===== src/crcse_pkg.sv =====
`timescale 1ns / 1ps
package crcse_pkg;

  // Generator degree limit and derived widths
  localparam int MAX_DEGREE = 32;
  localparam int REM_W      = MAX_DEGREE;
  localparam int DEG_W      = 6;
  localparam int IDX_W      = (MAX_DEGREE > 1) ? $clog2(MAX_DEGREE) : 1;
  localparam int POLY_W     = 32;

  // Front-to-back queue
  localparam int QDEPTH = 4;
  localparam int QPTR_W = $clog2(QDEPTH);
  localparam int QCNT_W = $clog2(QDEPTH + 1);

  // Register reset values: generator x^3 + x^2 + 1
  localparam logic [POLY_W-1:0] POLY_RST = POLY_W'(5);
  localparam logic [DEG_W-1:0]  DEG_RST  = DEG_W'(3);

  // Configuration register indexes
  localparam int CFG_IDX_W = 2;
  typedef enum logic [CFG_IDX_W-1:0] {
    CFG_POLY_TAPS = 2'd0,
    CFG_DEGREE    = 2'd1
  } cfg_reg_t;

  typedef struct packed {
    logic data_bit;
    logic frame_end;
  } in_item_t;

  typedef struct packed {
    logic code_bit;
    logic is_check;
    logic word_end;
  } out_item_t;

  // One queued request: the data bit plus, on frame end, the final remainder
  typedef struct packed {
    logic             data_bit;
    logic             frame_end;
    logic [REM_W-1:0] rem;
    logic [DEG_W-1:0] deg;
  } qent_t;

endpackage


===== src/crcse_front.sv =====
`timescale 1ns / 1ps
module crcse_front import crcse_pkg::*; (
  input  logic                 clk,
  input  logic                 rst_n,
  input  logic                 in_valid,
  output logic                 in_stall,
  input  in_item_t             in_item,
  input  logic                 cfg_valid,
  output logic                 cfg_ready,
  input  logic [CFG_IDX_W-1:0] cfg_index,
  input  logic [POLY_W-1:0]    cfg_data,
  input  logic                 q_full,
  output logic                 q_push,
  output qent_t                q_ent
);

  logic [POLY_W-1:0] poly_r;
  logic [DEG_W-1:0]  degree_r;
  logic [REM_W-1:0]  rem_r, rem_nxt;
  logic [DEG_W-1:0]  deg_eff;
  logic [DEG_W-1:0]  top_pos;
  logic [REM_W-1:0]  mask;
  logic [REM_W-1:0]  rem_m;
  logic [REM_W-1:0]  rem_step;
  logic              fb;

  assign cfg_ready = 1'b1;
  assign in_stall  = q_full;
  assign q_push    = in_valid && !q_full;

  // Configuration registers
  always_ff @(posedge clk) begin
    if (!rst_n) begin
      poly_r   <= POLY_RST;
      degree_r <= DEG_RST;
    end else if (cfg_valid) begin
      case (cfg_index)
        CFG_POLY_TAPS: poly_r   <= cfg_data;
        CFG_DEGREE:    degree_r <= cfg_data[DEG_W-1:0];
        default: ;
      endcase
    end
  end

  // Effective degree, clamped to 1..MAX_DEGREE
  always_comb begin
    if (degree_r == '0)
      deg_eff = DEG_W'(1);
    else if (degree_r > DEG_W'(MAX_DEGREE))
      deg_eff = DEG_W'(MAX_DEGREE);
    else
      deg_eff = degree_r;
  end

  // One division step
  assign mask     = ~({REM_W{1'b1}} << deg_eff);
  assign rem_m    = rem_r & mask;
  assign top_pos  = deg_eff - DEG_W'(1);
  assign fb       = rem_m[top_pos[IDX_W-1:0]] ^ in_item.data_bit;
  assign rem_step = ((rem_m << 1) & mask) ^ (fb ? (REM_W'(poly_r) & mask) : '0);

  // Request sent to the back end
  always_comb begin
    q_ent.data_bit  = in_item.data_bit;
    q_ent.frame_end = in_item.frame_end;
    q_ent.rem       = rem_step;
    q_ent.deg       = deg_eff;
  end

  assign rem_nxt = q_push ? (in_item.frame_end ? '0 : rem_step) : rem_r;

  always_ff @(posedge clk) begin
    if (!rst_n) begin
      rem_r <= '0;
    end else begin
      rem_r <= rem_nxt;
    end
  end

endmodule


===== src/crcse_fifo.sv =====
`timescale 1ns / 1ps
module crcse_fifo import crcse_pkg::*; (
  input  logic  clk,
  input  logic  rst_n,
  input  logic  push,
  input  qent_t push_ent,
  input  logic  pop,
  output qent_t head,
  output logic  empty,
  output logic  full
);

  qent_t             mem_r [QDEPTH];
  logic [QPTR_W-1:0] wr_ptr_r, wr_ptr_nxt;
  logic [QPTR_W-1:0] rd_ptr_r, rd_ptr_nxt;
  logic [QCNT_W-1:0] cnt_r, cnt_nxt;

  assign empty = (cnt_r == '0);
  assign full  = (cnt_r == QCNT_W'(QDEPTH));
  assign head  = mem_r[rd_ptr_r];

  // Pointer and fill count
  always_comb begin
    wr_ptr_nxt = push ? wr_ptr_r + QPTR_W'(1) : wr_ptr_r;
    rd_ptr_nxt = pop  ? rd_ptr_r + QPTR_W'(1) : rd_ptr_r;
    cnt_nxt    = cnt_r + QCNT_W'(push) - QCNT_W'(pop);
  end

  always_ff @(posedge clk) begin
    if (!rst_n) begin
      wr_ptr_r <= '0;
      rd_ptr_r <= '0;
      cnt_r    <= '0;
    end else begin
      wr_ptr_r <= wr_ptr_nxt;
      rd_ptr_r <= rd_ptr_nxt;
      cnt_r    <= cnt_nxt;
    end
  end

  // Entry storage
  always_ff @(posedge clk) begin
    if (push) begin
      mem_r[wr_ptr_r] <= push_ent;
    end
  end

endmodule


===== src/crcse_back.sv =====
`timescale 1ns / 1ps
module crcse_back import crcse_pkg::*; (
  input  logic      clk,
  input  logic      rst_n,
  input  qent_t     q_head,
  input  logic      q_empty,
  output logic      q_pop,
  output logic      out_valid,
  input  logic      out_stall,
  output out_item_t out_item
);

  logic             out_valid_r, out_valid_nxt;
  out_item_t        out_item_r, out_item_nxt;
  logic [DEG_W-1:0] chk_cnt_r, chk_cnt_nxt;
  logic [REM_W-1:0] rem_r, rem_nxt;
  logic [DEG_W-1:0] chk_pos;
  logic             load_ok;

  assign out_valid = out_valid_r;
  assign out_item  = out_item_r;

  // Output slot frees when empty or being taken
  assign load_ok = !out_valid_r || !out_stall;
  assign q_pop   = load_ok && (chk_cnt_r == '0) && !q_empty;
  assign chk_pos = chk_cnt_r - DEG_W'(1);

  // Check bits first, then the next queued data bit
  always_comb begin
    out_valid_nxt = out_valid_r;
    out_item_nxt  = out_item_r;
    chk_cnt_nxt   = chk_cnt_r;
    rem_nxt       = rem_r;
    if (load_ok) begin
      if (chk_cnt_r != '0) begin
        out_valid_nxt         = 1'b1;
        out_item_nxt.code_bit = rem_r[chk_pos[IDX_W-1:0]];
        out_item_nxt.is_check = 1'b1;
        out_item_nxt.word_end = (chk_cnt_r == DEG_W'(1));
        chk_cnt_nxt           = chk_pos;
      end else if (!q_empty) begin
        out_valid_nxt         = 1'b1;
        out_item_nxt.code_bit = q_head.data_bit;
        out_item_nxt.is_check = 1'b0;
        out_item_nxt.word_end = 1'b0;
        if (q_head.frame_end) begin
          chk_cnt_nxt = q_head.deg;
          rem_nxt     = q_head.rem;
        end
      end else begin
        out_valid_nxt = 1'b0;
      end
    end
  end

  always_ff @(posedge clk) begin
    if (!rst_n) begin
      out_valid_r <= 1'b0;
      chk_cnt_r   <= '0;
    end else begin
      out_valid_r <= out_valid_nxt;
      chk_cnt_r   <= chk_cnt_nxt;
    end
  end

  always_ff @(posedge clk) begin
    out_item_r <= out_item_nxt;
    rem_r      <= rem_nxt;
  end

endmodule


===== src/crc_systematic_encoder.sv =====
// An accepted message bit is written into the queue and then into the output register.
// Throughput: one bit per cycle while the queue is not full; a frame end adds degree check bits
// from the back end, while the 4-entry queue absorbs input and then stalls it;
// a full queue stalls input even while it drains.
// Reset (rst_n low, synchronous): remainder, queue and output clear;
// poly_taps returns to 5 and degree to 3.
`timescale 1ns / 1ps
module crc_systematic_encoder import crcse_pkg::*; (
  input  logic                 clk,
  input  logic                 rst_n,
  input  logic                 in_valid,
  output logic                 in_stall,
  input  in_item_t             in_item,
  output logic                 out_valid,
  input  logic                 out_stall,
  output out_item_t            out_item,
  input  logic                 cfg_valid,
  output logic                 cfg_ready,
  input  logic [CFG_IDX_W-1:0] cfg_index,
  input  logic [POLY_W-1:0]    cfg_data
);

  logic  q_full, q_empty, q_push, q_pop;
  qent_t q_ent, q_head;

  // Front end: accepts bits, runs the division step
  crcse_front u_front (
    .clk       (clk),
    .rst_n     (rst_n),
    .in_valid  (in_valid),
    .in_stall  (in_stall),
    .in_item   (in_item),
    .cfg_valid (cfg_valid),
    .cfg_ready (cfg_ready),
    .cfg_index (cfg_index),
    .cfg_data  (cfg_data),
    .q_full    (q_full),
    .q_push    (q_push),
    .q_ent     (q_ent)
  );

  // Request queue
  crcse_fifo u_fifo (
    .clk      (clk),
    .rst_n    (rst_n),
    .push     (q_push),
    .push_ent (q_ent),
    .pop      (q_pop),
    .head     (q_head),
    .empty    (q_empty),
    .full     (q_full)
  );

  // Back end: serializes data and check bits
  crcse_back u_back (
    .clk       (clk),
    .rst_n     (rst_n),
    .q_head    (q_head),
    .q_empty   (q_empty),
    .q_pop     (q_pop),
    .out_valid (out_valid),
    .out_stall (out_stall),
    .out_item  (out_item)
  );

endmodule


===== config.mk =====
export PLATFORM = sky130hd
export DESIGN_NAME = crc_systematic_encoder
export DESIGN_NICKNAME = d
export VERILOG_FILES = /design/src/crcse_pkg.sv /design/src/crcse_front.sv /design/src/crcse_fifo.sv /design/src/crcse_back.sv /design/src/crc_systematic_encoder.sv
export SDC_FILE = /design/constraint.sdc
export NUM_CORES = 1
export LEC_CHECK = 0
export BUFFER_PORTS_ARGS = -buffer_cell sky130_fd_sc_hd__buf_4
export CAP_MARGIN = 20
export CORE_ASPECT_RATIO = 1.75
export CORE_MARGIN = 4
export CORE_UTILIZATION = 60
export DETAILED_ROUTE_END_ITERATION = 7
export PLACE_DENSITY = 0.78
export SETUP_SLACK_MARGIN = 0.05
export SLEW_MARGIN = 20
export SYNTH_ARGS = -nofsm -noshare
export SYNTH_HDL_FRONTEND = slang
export SYNTH_SLANG_ARGS = --single-unit
export TNS_END_PERCENT = 30

===== constraint.sdc =====
create_clock -name clk -period 5.8 [get_ports clk]
set_input_delay 0.58 -clock clk [delete_from_list [all_inputs] [get_ports clk]]
set_output_delay 0.58 -clock clk [all_outputs]
set_load 0.05 [all_outputs]

==> results.toml <==
[grt]
grt_usage_pct = 25.9
grt_start_max_net_pins = 57
grt_antenna_before_repair = 0
grt_overflow = 0
grt_pass1_wl_um = 48800
first_global_vias = 8732

[run]
maxCapViolations = 0

[clock_tree]
htreeDepth = 1
cts_tree = "done"
clk_pin_slew_ns = 0.06
cts_max_path_buffers = 3
cts_buffers = 25
clock-root-buffer = "clkbuf_16"
insertion_delay_ns = 0.54
cts_sinks = 281
postCtsHoldBufs = 0
cts_resized = 0
post-cts-setup-buffers = 0

[sta]
slew_viol_final = 0
holdWs_ns = 0.258
max_freq_mhz = 211
relSlewSlack_pct = 37.8
min_period_ns = 4.74
fin_tns_setup_ns = 0
setup_viol = 0
finClkSkew_ns = 0.0121
fin_ws_ns = 1.06
period_share_pct = 81.7
finalHoldViolCount = 0
worstMarginPinSlew_ns = 0.926
rsz0062_at_grt = "no"

[yosys]
synth_xor_area_share_pct = 0.949
synth_ff_type = "edfxtp_1"
netlist.area_leader.share_pct = 44.9
async_reset_ff_share_pct = 0
synth_edf_count = 195
synth_mux_area_share_pct = 10.9
synth_nets = 1105
ys_top_cells_by_area = "edfxtp_1, dfxtp_1, mux4_2"
yosysWarnings = 0
yosysUniqueCellTypes = 85
syn_area_um2 = 13100
synthAdderAreaFrac_pct = 1.21
synth_compound_area_share_pct = 11.8
synth.top_cells.by_count = "edfxtp_1, nand2_1, dfxtp_1"
yosysMostFrequentCell = "edfxtp_1"
synthCells = 1052
ys_seq_elements = 281
yosys.area_share.simple_pct = 14.1
yosysSeqAreaShare_pct = 58.0
synth_area_leader_cell = "edfxtp_1"
avgSynthCellArea_um2 = 12.4
synth_top_family_by_area = "simple AND/OR/NAND/NOR gates"

[drt]
wl_per_cell_um = 22.4
vias_per_cell = 6.33
firstDrtPassIters = 5
vias = 8748
ant_nets = 0
wl_um = 30900
drc = 0
drt_iter0_drc = 801

[setup_path]
cp.required_ns = 6.11
r2r_setup_slack_ns = 1.06
worst_setup_path_start_kind = "flip-flop"
setup.worst_path.start = "u_front.degree_r[2]"
ff2ff_path_depth = 13
r2r_end = "u_fifo.mem_r[0][17]"
worstSetupPathType = "flip-flop to flip-flop"
reg2reg_from = "u_front.degree_r[2]"
crit_arrival_ns = 5.05
crit_fanout = 47
cp-endpoint = "u_fifo.mem_r[0][17]"
endpoint_kind = "flip-flop"

[place]
dpl_cell_area_um2 = 13600
port_buffers = 45
pre_cts_slack_ns = 1.17
dp_cells = 1336
hpwl_um = 20600
place.gp.congestion = 0.943

[floorplan]
chipWidth_um = 120
die_area_um2 = 24300
start_util_pct = 60.7
io_pins = 47
fp-row-count = 71
coreArea_um2 = 21500
dieHeight_um = 203

[finish]
design_area_um2 = 14400
final_nets = 1124
diodes = 0
area_growth_pct = 10.6
layout-drive-gt1-share_pct = 18.2
fillCellCount = 1599
layout.cells.non_filler = 1382

[hold_path]
hp-class = "primary input to flip-flop"

[power_and_ir_drop]
peakVddDrop_v = 0.000245
powerDensity_nw_per_um2 = 386
leakage_nw = 5.04

[status]
status = "finished clean"
==> stage by stage <==
stage / util, % / total power [W]
final: 67.2 / 0.00557
after global routing: 67.2 / 0.00582
after CTS: 67.2 / 0.00562
after detailed placement: 63.4 / 0.00397
after global placement: 63.4 / 0.00394
after floorplan: - / 0.00359
==> layout by cell type (no fill, tap or decap), drive strengths merged, types with 12 or more instances in the layout <==
master | synthesis | final
edfxtp | 195 | 195
nand2 | 138 | 138
dfxtp | 86 | 86
buf | 26 | 67
a21oi | 57 | 57
nor2 | 50 | 50
mux4 | 50 | 50
nand3 | 36 | 36
a21boi | 35 | 35
clkbuf | 49 | 29
mux2i | 23 | 23
o21ai | 20 | 20
a21o | 18 | 18
and2 | 18 | 18
inv | 16 | 17
nor4b | 15 | 15
nor2b | 14 | 14
nor3 | 13 | 13
nand2b | 12 | 12
==> report_power, final <==
| group | internal [W] | total (W) | switching [W] |
|---|---|---|---|
| sequential | 0.00243 | 0.00257 | 0.000135 |
| clock | 0.000929 | 0.00165 | 0.000721 |
| combinational | 0.000588 | 0.00135 | 0.000762 |
| total | 0.00395 | 0.00557 | 0.00162 |
==> logic make-up (layout without fill, tap and decap cells) <==
| kind of cell | count (synthesis) | count (layout) |
|---|---|---|
| multiplexers | 79 | 79 |
| adder cells (fa/ha/maj) | 12 | 12 |
| XOR/XNOR | 12 | 12 |
| other | 1 | 1 |
| AO/OA/AOI/OAI | 211 | 211 |
| flip-flops | 281 | 281 |
| buffers and inverters | 92 | 130 |
| AND/OR/NAND/NOR | 364 | 364 |
==> flip-flops by register name, indices dropped and copies added (netlist names), named ones only <==
| signal | flops |
|---|---|
| u_front.degree_r | 6 |
| u_back.chk_cnt_r | 6 |
| u_back.out_valid | 1 |
| u_back.out_item | 3 |
| u_back.rem_r | 32 |
| u_fifo.wr_ptr_r | 2 |
| u_fifo.mem_r | 160 |
| u_front.poly_r | 32 |
| u_front.rem_r | 32 |
| u_fifo.rd_ptr_r | 2 |
| u_fifo.cnt_r | 3 |
==> how the worst min path moves through the flow <==
stage | from | slack [ns] | endpoint | cells past startpoint
5_1_grt | cfg_data[0] | 0.27 | u_front.poly_r[0] | 3
6_report | cfg_data[0] | 0.26 | u_front.poly_r[0] | 3
4_1_cts | cfg_data[0] | 0.24 | u_front.poly_r[0] | 3
3_5_place_dp | u_front.rem_r[13] | 0.44 | u_front.rem_r[13] | 1
2_1_floorplan | u_front.rem_r[31] | 0.43 | u_front.rem_r[31] | 2
3_3_place_gp | u_front.rem_r[13] | 0.44 | u_front.rem_r[13] | 1
==> worst max-delay path, stage by stage (launching register included) <==
cell and delay [ns]:
dfxtp_1 0.59, nor4_1 0.35, o21ba_2 0.18, clkinv_1 0.08
ha_1 0.27, xnor2_1 0.78, nand2_1 0.19, o41ai_1 0.34
a311o_1 0.18, a32oi_2 0.16, xnor2_4 0.60, buf_12 0.32
nand3_1 0.11, a21oi_1 0.33
==> cell type report <==
cell class	count	area (um2)	share of cell area [%]
Sequential cell	281	7580	52.5
Multi-Input combinational cell	679	5110	35.4
Clock buffer	29	641	4.44
Timing Repair Buffer	67	515	3.57
Tap cell	292	365	2.53
Clock inverter	17	170	1.18
Inverter	17	63.8	0.442
==> routing by layer <==
metal	vias up	global-route usage (%)	wire (um)
li1	4010	-	-
met1	4357	32.4	11800
met2	326	46.3	16500
met3	55	2.61	1520
met4	0	10.4	1070
met5	-	0	0
Note: power is estimated with default switching activity, not from simulation.
